`config.mk`:
```
export PLATFORM = sky130hd
export DESIGN_NAME = quoted_printable_decoder_core
export DESIGN_NICKNAME = d
export VERILOG_FILES = /design/src/rtl/qpd_pkg.sv /design/src/rtl/qpd_out_queue.sv /design/src/rtl/quoted_printable_decoder_core.sv
export SDC_FILE = /design/constraint.sdc
export NUM_CORES = 1
export LEC_CHECK = 0
export ABC_CLOCK_PERIOD_IN_PS = 4870
export BUFFER_PORTS_ARGS = -buffer_cell sky130_fd_sc_hd__buf_2
export CAP_MARGIN = 40
export CELL_PAD_IN_SITES_DETAIL_PLACEMENT = 1
export CELL_PAD_IN_SITES_GLOBAL_PLACEMENT = 2
export CORE_MARGIN = 1.5
export CORE_UTILIZATION = 26
export DETAILED_ROUTE_END_ITERATION = 8
export PLACE_DENSITY_LB_ADDON = 0.25
export SYNTH_ARGS = -nofsm -noshare
export SYNTH_HDL_FRONTEND = slang
export SYNTH_HIERARCHICAL = 1
export SYNTH_SLANG_ARGS = --single-unit
```
`constraint.sdc`:
```
create_clock -name clk -period 4.87 [get_ports clk]
set_input_delay 0.974 -clock clk [delete_from_list [all_inputs] [get_ports clk]]
set_output_delay 0.974 -clock clk [all_outputs]
set_load 0.01 [all_outputs]
```
`src/rtl/qpd_pkg.sv`:
```
// Shared types, character codes and helper functions for the quoted-printable decoder.
// Used by qpd_out_queue and quoted_printable_decoder_core; no dependencies.
package qpd_pkg;

	// Width of the depth limit register.
	localparam int LIMIT_W = 17;
	// Default saturation point of the output count.
	localparam int MAX_PART_BYTES_DEF = 65536;
	// Most results that one encoded byte can cause.
	localparam int RES_MAX = 3;
	localparam int RES_N_W = 2;
	// Output queue: power-of-two depth, room for one full burst plus one word.
	localparam int QDEPTH  = 4;
	localparam int QPTR_W  = 2;
	localparam int QLVL_W  = 3;

	localparam logic [7:0] CH_EQ  = 8'h3D;
	localparam logic [7:0] CH_LF  = 8'h0A;
	localparam logic [7:0] CH_CR  = 8'h0D;
	localparam logic [7:0] CH_TAB = 8'h09;
	localparam logic [7:0] CH_SP  = 8'h20;
	localparam logic [7:0] CH_DEL = 8'h7F;
	localparam logic [7:0] CH_0   = 8'h30;
	localparam logic [7:0] CH_9   = 8'h39;
	localparam logic [7:0] CH_UA  = 8'h41;
	localparam logic [7:0] CH_UF  = 8'h46;
	localparam logic [7:0] CH_LA  = 8'h61;
	localparam logic [7:0] CH_LFH = 8'h66;

	// One decoded word as it waits in the output queue.
	typedef struct packed {
		logic [7:0] data;
		logic       last;
		logic       depth;
	} qpd_res_t;

	// Words produced by one accepted byte, lowest index first.
	typedef struct packed {
		logic [RES_N_W-1:0]        n;
		qpd_res_t [RES_MAX-1:0]    ent;
	} qpd_push_t;

	// Bytes that pass through as plain text.
	function automatic logic is_plain(input logic [7:0] c);
		is_plain = (c >= CH_SP && c < CH_DEL) || c == CH_TAB || c == CH_CR || c == CH_LF;
	endfunction

	// Hex digit decode: bit 4 flags a valid digit, bits 3:0 hold its value.
	function automatic logic [4:0] hex_nib(input logic [7:0] c);
		logic [7:0] d;
		d = 8'h00;
		hex_nib = 5'h00;
		if (c >= CH_0 && c <= CH_9) begin
			d = c - CH_0;
			hex_nib = {1'b1, d[3:0]};
		end else if (c >= CH_UA && c <= CH_UF) begin
			d = c - CH_UA + 8'd10;
			hex_nib = {1'b1, d[3:0]};
		end else if (c >= CH_LA && c <= CH_LFH) begin
			d = c - CH_LA + 8'd10;
			hex_nib = {1'b1, d[3:0]};
		end
	endfunction

endpackage

```
`src/rtl/qpd_out_queue.sv`:
```
// Output queue for decoded words: up to three in per cycle, one out per ready cycle.
// Depends on qpd_pkg for the word and burst types and the queue geometry.
module qpd_out_queue (
	input  logic               clk,
	input  logic               arst_n,
	input  qpd_pkg::qpd_push_t push,
	output logic               room,
	output logic               out_valid,
	input  logic               out_ready,
	output qpd_pkg::qpd_res_t  out_ent
);

	qpd_pkg::qpd_res_t                 slot_q [qpd_pkg::QDEPTH];
	logic [qpd_pkg::QPTR_W-1:0]        wr_q;
	logic [qpd_pkg::QPTR_W-1:0]        rd_q;
	logic [qpd_pkg::QLVL_W-1:0]        level_q;
	logic                              pop;

	assign out_valid = level_q != '0;
	assign out_ent   = slot_q[rd_q];
	assign pop       = out_valid && out_ready;
	// Enough space for a full burst, ignoring any pop this cycle.
	assign room      = level_q <= qpd_pkg::QLVL_W'(qpd_pkg::QDEPTH - qpd_pkg::RES_MAX);

	always_ff @(posedge clk) begin
		for (int i = 0; i < qpd_pkg::RES_MAX; i++) begin
			if (qpd_pkg::RES_N_W'(i) < push.n) begin
				slot_q[wr_q + qpd_pkg::QPTR_W'(i)] <= push.ent[i];
			end
		end
	end

	always_ff @(posedge clk or negedge arst_n) begin
		if (!arst_n) begin
			wr_q    <= '0;
			rd_q    <= '0;
			level_q <= '0;
		end else begin
			wr_q    <= wr_q + qpd_pkg::QPTR_W'(push.n);
			rd_q    <= rd_q + qpd_pkg::QPTR_W'(pop);
			level_q <= level_q + qpd_pkg::QLVL_W'(push.n) - qpd_pkg::QLVL_W'(pop);
		end
	end

endmodule

```
`src/rtl/quoted_printable_decoder_core.sv`:
```
// Quoted-printable decoder core: stream in, stream out, one depth limit register.
// Depends on qpd_pkg and instantiates qpd_out_queue.
//
// Takes one encoded byte per cycle while s_tready is high, decodes it in the cycle
// it is accepted, and its words can appear on the master side from the next cycle.
// Printable bytes, tab, CR and LF pass through; other bytes but "=" are dropped.
// "=" followed by LF or CR LF is a soft line break; "=" and two hex digits give the
// decoded byte; any other escape passes the "=" and re-handles the two following
// bytes, so one input byte can give one, two or three words. Words leave at one per
// ready cycle from a four-word queue, and the slave side is ready whenever the queue
// holds at most one word, so with an always-ready master the block sustains one byte
// per cycle while each byte gives at most one word; larger bursts stall the input.
// tuser on the slave side marks the first byte of a new part and clears escape state
// and the output count before that byte. With a nonzero depth_limit the word that
// brings the count to the limit carries tuser high on the master side, and all later
// bytes of the part are swallowed until the next new part. Write the limit only
// while the block is idle.
module quoted_printable_decoder_core #(
	parameter int MAX_PART_BYTES = qpd_pkg::MAX_PART_BYTES_DEF
) (
	input  logic                        clk,
	input  logic                        arst_n,
	// slave side
	input  logic                        s_tvalid,
	output logic                        s_tready,
	input  logic [7:0]                  s_tdata,   // [7:0] data_byte
	input  logic                        s_tuser,   // [0] new_part
	// master side
	output logic                        m_tvalid,
	input  logic                        m_tready,
	output logic [7:0]                  m_tdata,   // [7:0] out_byte
	output logic                        m_tlast,   // last word caused by one input byte
	output logic                        m_tuser,   // [0] depth_reached
	// depth limit register
	input  logic                        cfg_we,
	input  logic [qpd_pkg::LIMIT_W-1:0] cfg_wdata
);

	// Count width holds MAX_PART_BYTES; arithmetic width also covers the limit.
	localparam int CNT_W = $clog2(MAX_PART_BYTES + 1);
	localparam int CW    = (CNT_W > qpd_pkg::LIMIT_W) ? CNT_W : qpd_pkg::LIMIT_W;
	localparam logic [CW-1:0] MAX_C = CW'(MAX_PART_BYTES);

	// Escape phase codes
	localparam logic [1:0] PH_IDLE = 2'd0;  // no escape pending
	localparam logic [1:0] PH_EQ   = 2'd1;  // "=" seen
	localparam logic [1:0] PH_HELD = 2'd2;  // "=" and one byte seen

	logic [1:0]                  phase_q;
	logic [7:0]                  held_q;
	logic [CNT_W-1:0]            cnt_q;
	logic [qpd_pkg::LIMIT_W-1:0] limit_q;

	logic                        accept;
	logic                        room;
	logic [7:0]                  b;
	logic [1:0]                  ph;
	logic [7:0]                  held;
	logic [CW-1:0]               cnt;
	logic [CW-1:0]               lim;
	logic [CW-1:0]               rem;
	logic                        halted;
	logic [4:0]                  hx1;
	logic [4:0]                  hx2;
	logic [1:0]                  m;
	logic [7:0]                  e0;
	logic [7:0]                  e1;
	logic [7:0]                  e2;
	logic [1:0]                  n;
	logic [1:0]                  ph_n;
	logic [7:0]                  held_n;
	logic [CW:0]                 cnt_sum;
	logic [CW-1:0]               cnt_n;
	qpd_pkg::qpd_push_t          push;
	qpd_pkg::qpd_res_t           out_ent;

	assign s_tready = room;
	assign accept   = s_tvalid && room;
	assign b        = s_tdata;

	always_comb begin
		// Apply a new part's clear before the byte.
		ph   = s_tuser ? PH_IDLE : phase_q;
		held = s_tuser ? 8'h00 : held_q;
		cnt  = s_tuser ? '0 : CW'(cnt_q);

		lim    = (CW'(limit_q) > MAX_C) ? MAX_C : CW'(limit_q);
		halted = (lim != '0) && (cnt >= lim);
		rem    = lim - cnt;

		hx1 = qpd_pkg::hex_nib(held);
		hx2 = qpd_pkg::hex_nib(b);

		// Candidate words in order, before the depth limit.
		ph_n   = PH_IDLE;
		held_n = held;
		m      = 2'd0;
		e0     = b;
		e1     = b;
		e2     = b;
		case (ph)
			PH_EQ: begin
				if (b != qpd_pkg::CH_LF) begin
					held_n = b;
					ph_n   = PH_HELD;
				end
			end
			PH_HELD: begin
				if (held == qpd_pkg::CH_CR && b == qpd_pkg::CH_LF) begin
					ph_n = PH_IDLE;
				end else if (hx1[4] && hx2[4]) begin
					m  = 2'd1;
					e0 = {hx1[3:0], hx2[3:0]};
				end else begin
					// Broken escape: pass the "=", replay both bytes.
					m  = 2'd1;
					e0 = qpd_pkg::CH_EQ;
					if (held == qpd_pkg::CH_EQ) begin
						if (b != qpd_pkg::CH_LF) begin
							held_n = b;
							ph_n   = PH_HELD;
						end
					end else begin
						if (qpd_pkg::is_plain(held)) begin
							m  = 2'd2;
							e1 = held;
						end
						if (b == qpd_pkg::CH_EQ) begin
							ph_n = PH_EQ;
						end else if (qpd_pkg::is_plain(b)) begin
							if (m == 2'd2) begin
								m  = 2'd3;
								e2 = b;
							end else begin
								m  = 2'd2;
								e1 = b;
							end
						end
					end
				end
			end
			default: begin
				if (b == qpd_pkg::CH_EQ) begin
					ph_n = PH_EQ;
				end else if (qpd_pkg::is_plain(b)) begin
					m  = 2'd1;
					e0 = b;
				end
			end
		endcase

		// Trim the burst at the limit.
		if (lim == '0) begin
			n = m;
		end else if (halted) begin
			n = 2'd0;
		end else if (rem < CW'(m)) begin
			n = rem[1:0];
		end else begin
			n = m;
		end

		cnt_sum = {1'b0, cnt} + (CW + 1)'(n);
		cnt_n   = (cnt_sum > {1'b0, MAX_C}) ? MAX_C : cnt_sum[CW-1:0];

		// A part at its limit swallows the byte and keeps its state.
		if (halted) begin
			ph_n   = ph;
			held_n = held;
		end

		push.n            = accept ? n : 2'd0;
		push.ent[0].data  = e0;
		push.ent[1].data  = e1;
		push.ent[2].data  = e2;
		for (int i = 0; i < qpd_pkg::RES_MAX; i++) begin
			push.ent[i].last  = (n == qpd_pkg::RES_N_W'(i + 1));
			push.ent[i].depth = (lim != '0) && (rem == CW'(i + 1));
		end
	end

	always_ff @(posedge clk or negedge arst_n) begin
		if (!arst_n) begin
			phase_q <= PH_IDLE;
			held_q  <= 8'h00;
			cnt_q   <= '0;
			limit_q <= '0;
		end else begin
			if (accept) begin
				phase_q <= ph_n;
				held_q  <= held_n;
				cnt_q   <= cnt_n[CNT_W-1:0];
			end
			if (cfg_we) begin
				limit_q <= cfg_wdata;
			end
		end
	end

	qpd_out_queue u_queue (
		.clk       (clk),
		.arst_n    (arst_n),
		.push      (push),
		.room      (room),
		.out_valid (m_tvalid),
		.out_ready (m_tready),
		.out_ent   (out_ent)
	);

	assign m_tdata = out_ent.data;
	assign m_tlast = out_ent.last;
	assign m_tuser = out_ent.depth;

endmodule

```
==> impl_metrics.tcl <==
set metrics [dict create \
    core_area_mm2 0.0286 \
    pin_count 43 \
    cts_root_buf "clkbuf_16" \
    r2r-start "limit_q[15]$_DFFE_PN0P_" \
    die-area_mm2 0.0301 \
    p_sw_mw 1.13 \
    start_util 0.264 \
    setup_ws_ps -505 \
    required_ps 5160 \
    rsz0062_at_grt "yes" \
    dp_hpwl_um 21400 \
    async_reset_ff_frac 0.560 \
    syn_avg_cell_area_um2 8.83 \
    setup_viol 17 \
    whs_ps 485 \
    crit_type "reg2reg" \
    critPathMaxFanout 5 \
    layout_commonest_cell "buf_4" \
    r2r_cells 26 \
    wl_um 28700 \
    ys_seq_area_frac 0.328 \
    drt-pass1-iter-count 4 \
    grt_max_degree 52 \
    power_leakage_nw 4.73 \
    nNetsFinal 1177 \
    finalCriticalPeriod_ps 5380 \
    max-cap-violations 0 \
    fin_worst_skew_ps 19.9 \
    grt-ovfl-total 0 \
    power.density_mw_per_mm2 276 \
    cts.sinks 91 \
    combPwrFrac 0.423 \
    ys_warn_count 6 \
    grtUsageTotal 0.195 \
    slew_headroom 0.473 \
    vias_per_cell 5.01 \
    holdCritStartpoint "phase_q[1]$_DFFE_PN0P_" \
    ys_ff_latch 91 \
    cts_buffers 9 \
    hold_viol_final 0 \
    cts_tree "done" \
    rows 62 \
    sw_frac_of_total 0.376 \
    cts_max_level 3 \
    min_path_cells 1 \
    synthFlopType "dfrtp_1" \
    vias 7517 \
    startpoint "limit_q[15]$_DFFE_PN0P_" \
    gp_congestion 0.802 \
    grt_pass1_wl_um 45400 \
    fp.dieW_um 173 \
    drtIter0Drc 317 \
    post-route-period-util 1.10 \
    diodes 0 \
    cp_slowest_cell "or3_4" \
    ff2ff_setup_slack_ps -510 \
    hold_buffers 0 \
    grt_pass1_vias 8056 \
    drive_above_1_share 0.408 \
    yosysUniqueCellTypes 98 \
    drcViolationCount 0 \
    start_kind "register" \
    io_buffers 42 \
    worst_pin_slew_ps 790 \
    synth_edf_count 40 \
    crit_path_end_kind "register" \
    insertion_delay_ps 380 \
    internal_power_mw 1.88 \
    status "finished, violations left" \
    pwr-share-clk 0.242 \
    area_growth_pct 44.3 \
    p_total_mw 3.01 \
    slew_viol_final 0 \
    nFillCells 3313 \
    critPathMaxStageDelay_ps 400 \
    ir_drop_v 0.000168 \
    layout_common_cells "222 x buf_4, 132 x nand2_1, 83 x nor2_1, 51 x dfrtp_1, 43 x a31oi_1" \
    antenna_found_initial 0 \
    synthCells 855 \
    hp-class "reg2reg" \
    cp.arrival_ps 5670 \
    seqPwrFrac 0.335 \
    ant_nets 0 \
    netlist_area_mm2 0.00755 \
    violations "setup timing" \
    fmax_mhz 186 \
    die_y_um 173 \
    clockBufferDepth 2 \
    synth_fp_nets 920 \
    wl_per_cell_um 19.1 \
    clkTransAtPathRegs_ps 90 \
    path_common_cell "a21oi_2" \
]
-- per-stage QoR --
step                      TNS, ps  instance area, um2  cells  utilization  setup WS, ps
final                       -7090               10900   1501        0.380          -505
after global routing       -12480               10900   1501        0.380          -789
after CTS                   -7340               10700   1493        0.373          -495
after detailed placement   -27040                9940   1454        0.347          -899
after global placement     -30340                9940   1454        0.347          -857
after floorplan            -15610                7700    855            -          -751
-- flip-flops by register name (all words and copies together) (netlist names) --
| name | count |
|---|---|
| u_queue/rd_q | 2 |
| phase_q | 2 |
| u_queue/level_q | 3 |
| held_q | 8 |
| limit_q | 17 |
| u_queue/slot_q | 40 |
| cnt_q | 17 |
| u_queue/wr_q | 2 |
-- cell usage after synthesis, types with 4 or more instances --
cell      count  area share
buf_2        15      0.0099
and2_1       16       0.013
a32o_1        4      0.0053
ha_1         31       0.051
o21bai_1      5      0.0050
dfrtp_1      51        0.17
nand4b_1      4      0.0046
o21ai_0      26       0.017
nor2b_1      17       0.014
clkbuf_1     23       0.011
mux4_2       10       0.030
inv_1        29       0.014
mux2_2       22       0.033
nor2_1       86       0.043
and3_1        4      0.0033
o211ai_1      6      0.0060
nand3b_1      4      0.0040
nand2b_1     23       0.019
o31ai_1       4      0.0040
o21ai_1       5      0.0033
a31oi_1      45       0.037
xor2_1        6      0.0070
buf_4         4      0.0040
o21ai_2       5      0.0058
or2_2         4      0.0033
edfxtp_1     40        0.16
a22o_1       13       0.015
mux2i_1       8       0.011
nand3_1      18       0.012
nand2_1     137       0.068
xnor2_1      23       0.027
a21o_1        8      0.0080
a21oi_1      30       0.020
nor4_1        8      0.0066
nand4_1      14       0.012
nor3_1        8      0.0053
a211oi_1      7      0.0070
-- critical path, delay by kind of cell, from the launching register on --
| kind | cells | cell delay (ps) |
|---|---|---|
| adder cells (fa/ha/maj) | 3 | 800 |
| AND/OR/NAND/NOR | 9 | 1690 |
| multiplexers | 1 | 140 |
| buffers and inverters | 3 | 450 |
| AO/OA/AOI/OAI | 10 | 1820 |
| flip-flops | 1 | 390 |
-- cells by family after synthesis --
group	synth area share
DFF	0.328
and+or+nand+nor	0.261
AOI/OAI and AO/OA	0.197
xor gates and xnor gates	0.0337
adders and majority gates	0.0620
buffers and inverters	0.0446
muxes	0.0733
-- layer usage --
layer | wire length (um) | vias to the layer above | global-route usage
li1 | - | 3628 | -
met1 | 14200 | 3762 | 0.269
met2 | 13400 | 97 | 0.323
met3 | 655 | 30 | 0.0226
met4 | 499 | 0 | 0.0529
met5 | 0 | - | 0
-- final cells by class --
| type | count | area [um2] | share of cell area |
|---|---|---|---|
| Clock buffer | 9 | 225 | 0.0207 |
| Timing Repair Buffer | 290 | 2340 | 0.215 |
| Inverter | 31 | 119 | 0.0109 |
| Tap cell | 384 | 480 | 0.0441 |
| Multi-Input combinational cell | 689 | 5180 | 0.476 |
| Clock inverter | 7 | 71.3 | 0.00655 |
| Sequential cell | 91 | 2480 | 0.227 |
-- path summary, 6_finish.rpt --
kind / to
worst max-delay path: cnt_q[5]$_DFFE_PN0P_
worst min-delay path: phase_q[1]$_DFFE_PN0P_
worst max register to register: cnt_q[5]$_DFFE_PN0P_
worst min register to register: phase_q[1]$_DFFE_PN0P_
max in group asynchronous: held_q[0]$_DFFE_PN0P_
min in group asynchronous: phase_q[1]$_DFFE_PN0P_
-- power by group through the flow --
stage / Sequential, mW / Combinational [mW] / Clock, mW
2_1_floorplan: 0.926 / 0.773 / 0
3_3_place_gp: 1.02 / 1.14 / 0
3_5_place_dp: 1.02 / 1.16 / 0
4_1_cts: 1.01 / 1.28 / 0.748
5_1_grt: 1.03 / 1.38 / 0.773
6_report: 1.01 / 1.27 / 0.727
-- repair_timing --
item,CTS,global route
cloned,1,3
pin swaps,36,28
buffers inserted,22,8
endpoints found under the setup margin,99,98
gates resized for setup,46,30
Note: power is estimated with default switching activity, not from simulation.
